$ cat config.mk
export PLATFORM = sky130hd
export DESIGN_NAME = i2c_dac_address_program_sequencer
export DESIGN_NICKNAME = d
export VERILOG_FILES = /design/src/hdl/i2cdap_pkg.sv /design/src/hdl/i2cdap_seq.sv /design/src/hdl/i2c_dac_address_program_sequencer.sv
export SDC_FILE = /design/constraint.sdc
export NUM_CORES = 1
export LEC_CHECK = 0
export BUFFER_PORTS_ARGS = -buffer_cell sky130_fd_sc_hd__buf_2
export CORE_ASPECT_RATIO = 2
export CORE_MARGIN = 8
export CORE_UTILIZATION = 60
export DETAILED_ROUTE_END_ITERATION = 6
export HOLD_SLACK_MARGIN = 0.15
export PLACE_DENSITY = 0.78
export SETUP_SLACK_MARGIN = 0.05
export SYNTH_ARGS = -nofsm -noshare
export SYNTH_HDL_FRONTEND = slang
export SYNTH_HIERARCHICAL = 1
export SYNTH_SLANG_ARGS = --single-unit
$ cat constraint.sdc
create_clock -name clk -period 5.7 [get_ports clk]
set_clock_uncertainty 0.05 [all_clocks]
set_input_delay 0.855 -clock clk [delete_from_list [all_inputs] [get_ports clk]]
set_output_delay 0.855 -clock clk [all_outputs]
set_load 0.05 [all_outputs]
$ cat src/hdl/i2cdap_pkg.sv
`timescale 1ns / 1ps
`default_nettype none
// ----------------------------------------------------------------------------
// i2cdap_pkg
// Shared types and constants for the I2C DAC address programming sequencer.
// ----------------------------------------------------------------------------
package i2cdap_pkg;

  // Register widths
  localparam int unsigned HalfWidth    = 16;
  localparam int unsigned StretchWidth = 24;
  localparam int unsigned SettleWidth  = 16;
  localparam int unsigned EeWidth      = 24;
  localparam int unsigned CfgDataWidth = 24;
  localparam int unsigned CfgIdxWidth  = 2;
  localparam int unsigned WaitWidth    = 24;

  // Register indexes on the configuration port
  localparam logic [CfgIdxWidth-1:0] REG_HALF_STEP = 2'd0;
  localparam logic [CfgIdxWidth-1:0] REG_STRETCH   = 2'd1;
  localparam logic [CfgIdxWidth-1:0] REG_SETTLE    = 2'd2;
  localparam logic [CfgIdxWidth-1:0] REG_EE_WAIT   = 2'd3;

  // Register reset values
  localparam logic [HalfWidth-1:0]    HALF_STEP_RST = 16'd3;
  localparam logic [StretchWidth-1:0] STRETCH_RST   = 24'd5000;
  localparam logic [SettleWidth-1:0]  SETTLE_RST    = 16'd10;
  localparam logic [EeWidth-1:0]      EE_WAIT_RST   = 24'd100000;

  // Base values of the four bytes sent on the bus
  localparam logic [7:0] BYTE0_BASE = 8'hC0;
  localparam logic [7:0] BYTE1_BASE = 8'h61;
  localparam logic [7:0] BYTE2_BASE = 8'h62;
  localparam logic [7:0] BYTE3_BASE = 8'h63;

  // Timing registers as seen by the sequencer
  typedef struct packed {
    logic [HalfWidth-1:0]    half_step;
    logic [StretchWidth-1:0] stretch_limit;
    logic [SettleWidth-1:0]  settle;
    logic [EeWidth-1:0]      eeprom_wait;
  } timing_t;

  // One result item
  typedef struct packed {
    logic       scl_pull_low;
    logic       sda_pull_low;
    logic       latch_level;
    logic       busy;
    logic       done;
    logic       success;
    logic [2:0] failed_byte;
  } result_t;

endpackage

`default_nettype wire

$ cat src/hdl/i2cdap_seq.sv
`timescale 1ns / 1ps
`default_nettype none
// ----------------------------------------------------------------------------
// i2cdap_seq
// Bit-bang I2C sequencer state: steps once per accepted request and
// presents the result for that request.
// ----------------------------------------------------------------------------
module i2cdap_seq (
  input  wire logic               clk,
  input  wire logic               rst,
  input  wire logic               advance,
  input  wire i2cdap_pkg::timing_t timing,
  input  wire logic               operation,
  input  wire logic [2:0]         old_bits,
  input  wire logic [2:0]         new_bits,
  input  wire logic               scl_in,
  input  wire logic               sda_in,
  output i2cdap_pkg::result_t     result
);

  typedef enum logic [4:0] {
    PH_IDLE   = 5'd0,
    PH_SETTLE = 5'd1,
    PH_ST_W   = 5'd2,
    PH_ST_D1  = 5'd3,
    PH_ST_D2  = 5'd4,
    PH_ST_D3  = 5'd5,
    PH_BIT_D1 = 5'd6,
    PH_BIT_W  = 5'd7,
    PH_BIT_D2 = 5'd8,
    PH_BIT_D3 = 5'd9,
    PH_ACK_D1 = 5'd10,
    PH_ACK_W  = 5'd11,
    PH_ACK_D2 = 5'd12,
    PH_ACK_D3 = 5'd13,
    PH_SP_D1  = 5'd14,
    PH_SP_W   = 5'd15,
    PH_SP_D2  = 5'd16,
    PH_SP_D3  = 5'd17,
    PH_EE     = 5'd18
  } phase_t;

  localparam int unsigned WW = i2cdap_pkg::WaitWidth;

  phase_t        phase, phase_next;
  logic [WW-1:0] wait_count, wait_count_next;
  logic [2:0]    bit_index, bit_index_next;
  logic [1:0]    byte_index, byte_index_next;
  logic [7:0]    shift_byte, shift_byte_next;
  logic [2:0]    held_old, held_old_next;
  logic [2:0]    held_new, held_new_next;
  logic          ok_flag, ok_flag_next;
  logic          latch_state, latch_state_next;
  logic          scl_drive, scl_drive_next;
  logic          sda_drive, sda_drive_next;
  logic          done_next;
  logic [WW-1:0] half_ext;
  logic [7:0]    next_byte;
  logic [1:0]    next_idx;

  // Byte pattern for a given position in the sequence
  function automatic logic [7:0] byte_value(input logic [1:0] idx,
                                            input logic [2:0] ob,
                                            input logic [2:0] nb);
    logic [7:0] v;
    case (idx)
      2'd0:    v = i2cdap_pkg::BYTE0_BASE | {4'b0, ob, 1'b0};
      2'd1:    v = i2cdap_pkg::BYTE1_BASE | {3'b0, ob, 2'b0};
      2'd2:    v = i2cdap_pkg::BYTE2_BASE | {3'b0, nb, 2'b0};
      default: v = i2cdap_pkg::BYTE3_BASE | {3'b0, nb, 2'b0};
    endcase
    return v;
  endfunction

  assign half_ext = {{(WW - i2cdap_pkg::HalfWidth){1'b0}}, timing.half_step};

  // Index and pattern of the byte that a byte start would load
  always_comb begin
    next_idx  = (phase == PH_ACK_D3) ? byte_index + 2'd1 : 2'd0;
    next_byte = byte_value(next_idx, held_old, held_new);
  end

  // Next state for one request
  always_comb begin
    phase_next       = phase;
    wait_count_next  = wait_count;
    bit_index_next   = bit_index;
    byte_index_next  = byte_index;
    shift_byte_next  = shift_byte;
    held_old_next    = held_old;
    held_new_next    = held_new;
    ok_flag_next     = ok_flag;
    latch_state_next = latch_state;
    scl_drive_next   = scl_drive;
    sda_drive_next   = sda_drive;
    done_next        = 1'b0;

    if (phase == PH_IDLE) begin
      if (operation) begin
        held_old_next    = old_bits;
        held_new_next    = new_bits;
        ok_flag_next     = 1'b1;
        latch_state_next = 1'b1;
        byte_index_next  = 2'd0;
        bit_index_next   = 3'd7;
        shift_byte_next  = 8'd0;
        scl_drive_next   = 1'b0;
        sda_drive_next   = 1'b0;
        phase_next       = PH_SETTLE;
        wait_count_next  = {{(WW - i2cdap_pkg::SettleWidth){1'b0}}, timing.settle};
      end
    end else if (phase == PH_ST_W || phase == PH_BIT_W ||
                 phase == PH_ACK_W || phase == PH_SP_W) begin
      // SCL release wait, bounded by the stretch limit
      if (scl_in || wait_count >= timing.stretch_limit) begin
        wait_count_next = half_ext;
        case (phase)
          PH_ST_W:  phase_next = PH_ST_D1;
          PH_BIT_W: phase_next = PH_BIT_D2;
          PH_ACK_W: phase_next = PH_ACK_D2;
          default:  phase_next = PH_SP_D2;
        endcase
      end else begin
        wait_count_next = wait_count + WW'(1);
      end
    end else if (wait_count > 24'd1) begin
      wait_count_next = wait_count - WW'(1);
    end else begin
      case (phase)
        PH_SETTLE: begin
          sda_drive_next  = 1'b0;
          scl_drive_next  = 1'b0;
          phase_next      = PH_ST_W;
          wait_count_next = '0;
        end
        PH_ST_D1: begin
          sda_drive_next  = 1'b1;
          phase_next      = PH_ST_D2;
          wait_count_next = half_ext;
        end
        PH_ST_D2: begin
          scl_drive_next  = 1'b1;
          phase_next      = PH_ST_D3;
          wait_count_next = half_ext;
        end
        PH_ST_D3: begin
          byte_index_next = next_idx;
          shift_byte_next = next_byte;
          bit_index_next  = 3'd7;
          sda_drive_next  = ~next_byte[7];
          phase_next      = PH_BIT_D1;
          wait_count_next = half_ext;
        end
        PH_BIT_D1: begin
          scl_drive_next  = 1'b0;
          phase_next      = PH_BIT_W;
          wait_count_next = '0;
        end
        PH_BIT_D2: begin
          scl_drive_next = 1'b1;
          // latch drops with SCL on the last bit of the second byte
          if (byte_index == 2'd1 && bit_index == 3'd0) begin
            latch_state_next = 1'b0;
          end
          phase_next      = PH_BIT_D3;
          wait_count_next = half_ext;
        end
        PH_BIT_D3: begin
          if (bit_index == 3'd0) begin
            sda_drive_next = 1'b0;
            phase_next     = PH_ACK_D1;
          end else begin
            bit_index_next = bit_index - 3'd1;
            sda_drive_next = ~shift_byte[bit_index - 3'd1];
            phase_next     = PH_BIT_D1;
          end
          wait_count_next = half_ext;
        end
        PH_ACK_D1: begin
          scl_drive_next  = 1'b0;
          phase_next      = PH_ACK_W;
          wait_count_next = '0;
        end
        PH_ACK_D2: begin
          if (sda_in) begin
            ok_flag_next = 1'b0;
          end
          scl_drive_next  = 1'b1;
          phase_next      = PH_ACK_D3;
          wait_count_next = half_ext;
        end
        PH_ACK_D3: begin
          if (ok_flag && byte_index != 2'd3) begin
            byte_index_next = next_idx;
            shift_byte_next = next_byte;
            bit_index_next  = 3'd7;
            sda_drive_next  = ~next_byte[7];
            phase_next      = PH_BIT_D1;
          end else begin
            sda_drive_next = 1'b1;
            phase_next     = PH_SP_D1;
          end
          wait_count_next = half_ext;
        end
        PH_SP_D1: begin
          scl_drive_next  = 1'b0;
          phase_next      = PH_SP_W;
          wait_count_next = '0;
        end
        PH_SP_D2: begin
          sda_drive_next  = 1'b0;
          phase_next      = PH_SP_D3;
          wait_count_next = half_ext;
        end
        PH_SP_D3: begin
          phase_next      = PH_EE;
          wait_count_next = timing.eeprom_wait;
        end
        PH_EE: begin
          latch_state_next = 1'b1;
          done_next        = 1'b1;
          phase_next       = PH_IDLE;
          wait_count_next  = '0;
        end
        default: begin
          phase_next       = PH_IDLE;
          wait_count_next  = '0;
          scl_drive_next   = 1'b0;
          sda_drive_next   = 1'b0;
          latch_state_next = 1'b1;
        end
      endcase
    end
  end

  // Result reflects the state after this request
  always_comb begin
    result.scl_pull_low = scl_drive_next;
    result.sda_pull_low = sda_drive_next;
    result.latch_level  = latch_state_next;
    result.busy         = (phase_next != PH_IDLE);
    result.done         = done_next;
    result.success      = done_next & ok_flag_next;
    result.failed_byte  = (done_next && !ok_flag_next) ?
                          ({1'b0, byte_index_next} + 3'd1) : 3'd0;
  end

  // State registers
  always_ff @(posedge clk) begin
    if (rst) begin
      phase       <= PH_IDLE;
      wait_count  <= '0;
      bit_index   <= 3'd7;
      byte_index  <= 2'd0;
      shift_byte  <= 8'd0;
      held_old    <= 3'd0;
      held_new    <= 3'd0;
      ok_flag     <= 1'b1;
      latch_state <= 1'b1;
      scl_drive   <= 1'b0;
      sda_drive   <= 1'b0;
    end else if (advance) begin
      phase       <= phase_next;
      wait_count  <= wait_count_next;
      bit_index   <= bit_index_next;
      byte_index  <= byte_index_next;
      shift_byte  <= shift_byte_next;
      held_old    <= held_old_next;
      held_new    <= held_new_next;
      ok_flag     <= ok_flag_next;
      latch_state <= latch_state_next;
      scl_drive   <= scl_drive_next;
      sda_drive   <= sda_drive_next;
    end
  end

endmodule

`default_nettype wire

$ cat src/hdl/i2c_dac_address_program_sequencer.sv
`timescale 1ns / 1ps
`default_nettype none
// ----------------------------------------------------------------------------
// i2c_dac_address_program_sequencer
// Tick-driven open-drain I2C master that rewrites a DAC's address bits.
// ----------------------------------------------------------------------------
// Each input request is one time tick (or a start command with the old and
// new address bits) together with sampled SCL/SDA levels; each request gives
// exactly one result with the line drives, latch level and status. One
// request is taken every clock unless the input stalls; the sequencer state
// steps and the result lands in an output register, seen the next cycle.
// The input stalls only while that output register holds a result that is
// not being taken. All bus timing is counted in requests, set by the four
// timing registers; configure them only while the sequencer is idle.
module i2c_dac_address_program_sequencer (
  input  wire logic        clk,
  input  wire logic        rst,
  // input channel
  input  wire logic        in_valid,
  output logic             in_stall,
  input  wire logic        operation,
  input  wire logic [2:0]  old_bits,
  input  wire logic [2:0]  new_bits,
  input  wire logic        scl_in,
  input  wire logic        sda_in,
  // output channel
  output logic             out_valid,
  input  wire logic        out_stall,
  output logic             scl_pull_low,
  output logic             sda_pull_low,
  output logic             latch_level,
  output logic             busy_res,
  output logic             done_res,
  output logic             success,
  output logic [2:0]       failed_byte,
  // configuration
  input  wire logic        cfg_we,
  input  wire logic [1:0]  cfg_index,
  input  wire logic [23:0] cfg_data
);

  i2cdap_pkg::timing_t timing;
  i2cdap_pkg::result_t result;
  i2cdap_pkg::result_t out_reg;
  logic                accept;

  // Request accepted when the output slot is free or draining
  assign in_stall = out_valid & out_stall;
  assign accept   = in_valid & ~in_stall;

  // Timing registers
  always_ff @(posedge clk) begin
    if (rst) begin
      timing.half_step     <= i2cdap_pkg::HALF_STEP_RST;
      timing.stretch_limit <= i2cdap_pkg::STRETCH_RST;
      timing.settle        <= i2cdap_pkg::SETTLE_RST;
      timing.eeprom_wait   <= i2cdap_pkg::EE_WAIT_RST;
    end else if (cfg_we) begin
      case (cfg_index)
        i2cdap_pkg::REG_HALF_STEP: timing.half_step     <= cfg_data[15:0];
        i2cdap_pkg::REG_STRETCH:   timing.stretch_limit <= cfg_data;
        i2cdap_pkg::REG_SETTLE:    timing.settle        <= cfg_data[15:0];
        i2cdap_pkg::REG_EE_WAIT:   timing.eeprom_wait   <= cfg_data;
        default: ;
      endcase
    end
  end

  i2cdap_seq u_seq (
    .clk       (clk),
    .rst       (rst),
    .advance   (accept),
    .timing    (timing),
    .operation (operation),
    .old_bits  (old_bits),
    .new_bits  (new_bits),
    .scl_in    (scl_in),
    .sda_in    (sda_in),
    .result    (result)
  );

  // Output register
  always_ff @(posedge clk) begin
    if (rst) begin
      out_valid <= 1'b0;
    end else if (accept) begin
      out_valid <= 1'b1;
    end else if (!out_stall) begin
      out_valid <= 1'b0;
    end
  end

  always_ff @(posedge clk) begin
    if (accept) begin
      out_reg <= result;
    end
  end

  assign scl_pull_low = out_reg.scl_pull_low;
  assign sda_pull_low = out_reg.sda_pull_low;
  assign latch_level  = out_reg.latch_level;
  assign busy_res     = out_reg.busy;
  assign done_res     = out_reg.done;
  assign success      = out_reg.success;
  assign failed_byte  = out_reg.failed_byte;

endmodule

`default_nettype wire
# Word level (Yosys, flattened, before mapping)
# Cells that the tools add are included.
[word_totals]
reg_bits = 142
input_bits = 40
out_inout_bits = 11
word_cells = 164
[classes]
addsub = 5
magnitude_cmp = 3
n_eq_ne = 31
n_mux = 68
bitwise = 6
reduce_logical = 28
[op_table]
columns = ["operator", "n"]
rows = [
  ["two-way mux 24 bit", 5],
  ["one-hot mux 5 bit (13 select lines)", 1],
  ["one-hot mux 24 bit (2 select lines)", 1],
  ["equality test 5 x 4 -> 1 bit, second input constant", 8],
  ["two-way mux 8 bit", 5],
  ["two-way mux 1 bit", 28],
  ["two-way mux 5 bit", 5],
  ["adder 24 x 1 -> 24 bit, second input constant", 1],
  [">= comparator 24 bit", 1],
  ["> comparator 24 x 1 -> 1 bit, second input constant", 1],
  ["one-hot mux 8 bit (3 select lines)", 1],
  ["subtractor 24 x 1 -> 24 bit, second input constant", 1],
  ["equality test 5 x 3 -> 1 bit, second input constant", 4],
  ["two-way mux 3 bit", 6],
  ["one-hot mux 8 bit (2 select lines)", 1],
  ["OR reduction 8 bit", 2],
  ["equality test 5 bit, second input constant", 3],
  ["one-hot mux 5 bit (3 select lines)", 1],
  ["two-way mux 2 bit", 6],
  ["OR reduction 12 bit", 1],
  ["equality test 5 x 2 -> 1 bit, second input constant", 2],
  ["AND reduction 2 bit", 5],
  ["one-hot mux 3 bit (3 select lines)", 1],
  ["two-way mux 4 bit", 2],
  ["other kinds (31)", 49],
]

# Longest topological paths before layout
[logic_depth]
ltp_word = 10
mapped_depth = 12
ltp_nobuf = 11

# Modules after synthesis
# Netlist, hierarchy kept.
[modules_own_cells]
columns = ["mod", "instances", "cells_per_inst", "area_each_um2", "seq_area_each_um2"]
rows = [
  ["i2cdap_seq", 1, 731, 5351.4, 1041.0],
  ["i2c_dac_address_program_sequencer", 1, 318, 3548.4, 1891.8],
]

# Least setup slack after synthesis
# Ideal clock, no wire load.
[synth_timing]
path_kind = "register -> register"
start = "register u_seq.wait_count[12]"
end = "register out_reg, in the netlist failed_byte[1], data pin"
setup_ns = 0.255
arrival_ns = 2.932
required_ns = 5.395
path_slack_ns = 2.463
stages_incl_launch_ff = 10
n_path_buf = 2
period_less_slack_ns = 3.237
path_cell_list = "dfxtp_1 -> buf_6 -> or4_4 -> buf_6 -> or4b_4 -> or3_1 -> or3_1 -> o31ai_1 -> ha_1 -> and3_1"
[synth_via]
word_cells_on_any_way = 13
classes_between = "1 x add/sub; 1 x order compare; 9 x mux; 2 x reduce/logical"
[synth_rtl]
columns = ["item", "line", "rtl"]
rows = [
  ["start, declared", "i2cdap_seq.sv:46", "logic [WW-1:0] wait_count, wait_count_next;"],
  ["start signal, assigned", "i2cdap_seq.sv:264", "wait_count <= wait_count_next;"],
  ["> comparator 24 x 1 -> 1 bit", "i2cdap_seq.sv:126", "end else if (wait_count > 24'd1) begin"],
  ["two-way mux 2 bit", "i2cdap_seq.sv:126", ""],
  ["two-way mux 2 bit", "i2cdap_seq.sv:112", "end else if (phase == PH_ST_W || phase == PH_BIT_W ||"],
  ["two-way mux 2 bit", "i2cdap_seq.sv:98", "if (phase == PH_IDLE) begin"],
  ["net u_seq.byte_index_next[1]", "i2cdap_seq.sv:48", "logic [1:0] byte_index, byte_index_next;"],
  ["adder 2 x 1 -> 3 bit", "i2cdap_seq.sv:245", "({1'b0, byte_index_next} + 3'd1) : 3'd0;"],
  ["end signal, assigned", "i2c_dac_address_program_sequencer.sv:95", "out_reg <= result;"],
  ["end, declared", "i2c_dac_address_program_sequencer.sv:44", "i2cdap_pkg::result_t out_reg;"],
]
# The timed path passes the listed nets, and every way through them passes these cells.
# A chain may end at the register's enable or synchronous reset.

# Worst setup path in the final report
[layout_timing]
start = "register u_seq.wait_count[9]"
end = "register u_seq.wait_count[1]"
[layout_via]
elab_chain_len = 5
word_cells_on_any_way = 7
classes_between = "2 x order compare; 4 x mux; 1 x reduce/logical"
[layout_rtl]
columns = ["item", "line", "rtl"]
rows = [
  [">= comparator 24 bit", "i2cdap_seq.sv:115", "if (scl_in || wait_count >= timing.stretch_limit) begin"],
  ["logical OR 1 bit", "i2cdap_seq.sv:115", ""],
  ["two-way mux 24 bit", "i2cdap_seq.sv:115", ""],
  ["two-way mux 24 bit *", "i2cdap_seq.sv:112", ""],
  ["two-way mux 24 bit *", "i2cdap_seq.sv:98", ""],
]
# Mark *: on every way between the ends. The rest lies on a longest branch, timed or not.

==> key figures <==
Layout
  – Nets: 1110
  – Fillcell total: 1269
  – Area grow syn2layout: 8.15%
  – Antenna diode count: 0
  – Layout cells sized above 1: 12.5%

Detailed routing
  – Post-route DRC: 0
  – Router iterations before antenna repair: 7
  – DR iter-0 viols: 715
  – DRT antenna net count: 0
  – Drt wl/cell: between 15 and 20 µm
  – Post-Route M1 WL: 9550 µm
  – DR vias: 8014
  – Met3 WL: 1500 µm
  – Uppermost layer routed: met4
  – DR WL met2: 12200 µm
  – Via-to-Cell Ratio: between 6 and 7
  – Final wirelength: 24300 µm

Clock network
  – CTS tree: yes
  – Setup bufs post-CTS: 0
  – Worst-path clk slew: 60 ps
  – Root Buffer: clkbuf_16
  – CTS Buf Count: 17
  – Worst-Skew Late Latency: approximately 430 ps
  – Htree depth: 4
  – Clk buf depth: 2
  – CTS resizes: 0
  – CTS Sinks: 142
  – Hold buffers post-CTS: 0

Worst setup path
  – CP arrival: 3810 ps
  – Crit path cell chain: ha_1 > a21oi_1 > o21ai_0 > a211o_1 > o311a_1 > nor2_2 > buf_4 > mux2_2 > a211oi_1 > a2111oi_2
  – Startpoint Class: flip-flop
  – Worst path max stage delay: 500 ps
  – Critical path type: flip-flop to flip-flop
  – CP endpoint kind: flip-flop
  – CP top delay family: compound AO/OA/AOI/OAI gates
  – CP max stage cell: dfxtp_1
  – CP max FO: 29
  – Worst Path Required: 5940 ps
  – Worst Path Buf+Inv: 1

Status
  – Outcome: finished, final reports clean

Power and ir drop
  – VDD IR-drop max: 0.000212 V
  – P_sw: just over 0.0009 W
  – P_leak: 3.88 nW
  – Sw frac: 31.6%
  – Clock Power Share: just under 40%
  – Sequential share of power: between 30 and 40%
  – Pwr Total: 0.00294 W
  – Comb power frac: a little under a quarter
  – Int Pwr: 0.00201 W
  – Power per Cell Area: 306 nW/µm²

Die
  – Die H: 188 µm
  – Die width: 102 µm
  – Core Area: between 10000 and 15000 µm²
  – Starting Density: approximately three fifths
  – Number of I/O pins: slightly above 50
  – Std cell rows: 63
  – DIE AREA: ~19000 µm²

Logic synthesis
  – Post-Syn Instances: roughly 1000
  – Syn_nets: 1121
  – Ys flop type: dfxtp_1
  – Top post-synthesis cells by area: dfxtp_1 30%, mux2i_1 9.2%, nand2b_1 6.9%, ha_1 4.5%, nor2_1 3.3%
  – Ys async rst share: 0%
  – Flops & latches, synth: about 140
  – Avg Cell Area, Syn: ~8.5 µm²
  – Post-synthesis sequential area ratio: roughly a third
  – Mapped Area: roughly 8900 µm²
  – Synth cell types: a little over 80
  – Post-synth EDFFs: 9
  – Synth top area share: approximately 30%
  – YS warnings: 6
  – Synth area leader: dfxtp_1

Worst hold path
  – Min-Delay Path Class: flip-flop to flip-flop

Run
  – Number of max-cap violations: 0

Timing
  – Final setup viols: 0
  – Max frequency: 280 MHz
  – Post-route setup TNS: 0 ps
  – Final Max Slew Viols: 0
  – Relative slew margins: 22.2%
  – Worst-Margin Slew: between 1000 and 1500 ps
  – Period utilization: 62.6%
  – Final min period: 3570 ps
  – Unrepaired setup endpoints after global routing: no
  – Hold Fails Final Rpt: 0

Placed design
  – HPWL after detailed placement: between 15000 and 20000 µm
  – Number of port buffers: 50
  – Final Wtd Congestion: 0.900

GRT
  – Total GRT Usage: a little over a quarter
  – Vias in the first global route: 7978
  – Largest net degree at the start of global routing: 96
  – Grt ovf: 0
  – First-pass GRT wire length: roughly 40000 µm
  – Initial antenna violation count: 0
==> worst paths after layout <==
check | from | endpoint | slack, ps | cells past startpoint
worst max-delay path | u_seq/wait_count[9] | u_seq/wait_count[1] | 2130 | 10
worst min register to register | u_seq/shift_byte[3] | u_seq/shift_byte[3] | 410 | 2
worst min-delay path | u_seq/shift_byte[3] | u_seq/shift_byte[3] | 410 | 2
worst max register to register | u_seq/wait_count[9] | u_seq/wait_count[1] | 2130 | 10
==> worst reg2reg max path: stages, from the launching register on <==
cell,delay (ps)
dfxtp_1,500
ha_1,320
a21oi_1,130
o21ai_0,130
a211o_1,290
o311a_1,440
nor2_2,370
buf_4,410
mux2_2,390
a211oi_1,300
a2111oi_2,90
==> power groups by stage <==
stage                     registers [W]  clock network (W)  logic [W]
after floorplan                 0.00111                  0   0.000532
after global placement          0.00113                  0   0.000641
after detailed placement        0.00113                  0   0.000651
after CTS                       0.00111            0.00117   0.000657
after global routing            0.00112            0.00122   0.000727
final                           0.00112            0.00115   0.000671
==> logic make-up after synthesis <==
group | count (synthesis) | share of synthesized area, %
compound gates | 217 | 17.4
xor+xnor | 33 | 3.25
fa+ha+maj | 32 | 4.50
buf+inv | 129 | 6.85
flops | 142 | 33.0
mux | 91 | 10.6
simple gates | 405 | 24.5
==> synthesized netlist by cell type, types with 5 or more instances <==
cell and n:
a311oi_1 6, and3_1 9, a31oi_1 10, nor3_1 35, o31a_1 6, buf_1 5, buf_4 8, mux2_2 7
or3_1 15, or4_1 5, a21oi_1 46, a22oi_1 5, dfxtp_1 133, nor2_1 79, buf_2 21, nand2b_1 98
nor3b_1 6, a221o_1 7, and4_1 5, o31ai_1 6, inv_1 36, edfxtp_1 9, buf_6 7, nor4_1 8
and2_1 6, nand3_1 28, o211ai_1 10, a211oi_1 18, xnor2_1 22, ha_1 32, mux2i_1 82, xor2_1 11
nor2b_1 6, clkbuf_1 49, nand2_1 73, nand4_1 8, a221oi_1 16, o21ai_0 41
==> through the flow <==
step	instances	setup WS, ps	instance area [µm²]	hold WS (ps)	utilization [%]
2_1_floorplan	1049	2460	8900	379	-
3_3_place_gp	1214	2260	9020	391	61.5
3_5_place_dp	1214	2180	9020	416	61.5
4_1_cts	1246	2160	9630	424	65.7
5_1_grt	1246	1970	9630	436	65.7
6_report	1246	2130	9630	414	65.7
==> layer usage <==
layer	vias to the layer above	global-route usage, %
met5	-	0
met4	0	15.0
met3	87	4.73
met2	346	43.4
met1	3839	30.7
li1	3742	-
==> cell type report <==
| cell class | instances | area, µm² | share of cell area (%) |
|---|---|---|---|
| clock buffers | 18 | 439 | 4.56 |
| clock inverters | 14 | 165 | 1.72 |
| inverters | 38 | 143 | 1.48 |
| multi-input cells | 778 | 5370 | 55.8 |
| flip-flops and latches | 142 | 2930 | 30.5 |
| well taps | 195 | 244 | 2.53 |
| repair buffers | 61 | 335 | 3.48 |
==> sequential cells by signal (all words and copies together), names as in the netlist <==
register,count
scl_pull_low,1
u_seq/phase,5
latch_level,1
u_seq/held_new,3
u_seq/bit_index,3
busy_res,1
done_res,1
u_seq/held_old,3
success,1
sda_pull_low,1
u_seq/ok_flag,1
u_seq/wait_count,24
u_seq/byte_index,2
u_seq/sda_drive,1
u_seq/latch_state,1
failed_byte,3
u_seq/scl_drive,1
timing,80
out_valid,1
u_seq/shift_byte,8
==> placed cells by master, fill, tap and decap left out, types with 9 or more instances in the layout <==
cell | Yosys | final
edfxtp_1 | 9 | 9
dfxtp_1 | 133 | 133
mux2i_1 | 82 | 82
buf_2 | 21 | 49
a211oi_1 | 18 | 18
nand2_1 | 73 | 73
a21oi_1 | 46 | 45
nor2_1 | 79 | 78
nand3_1 | 28 | 28
nor3_1 | 35 | 35
o21ai_0 | 41 | 40
buf_4 | 8 | 12
ha_1 | 32 | 32
a221oi_1 | 16 | 16
clkbuf_16 | 0 | 17
or3_1 | 15 | 15
nand2b_1 | 98 | 98
xnor2_1 | 22 | 22
inv_1 | 36 | 36
o211ai_1 | 10 | 10
a31oi_1 | 10 | 10
xor2_1 | 11 | 11
and3_1 | 9 | 9
Note: power is estimated with default switching activity, not from simulation.
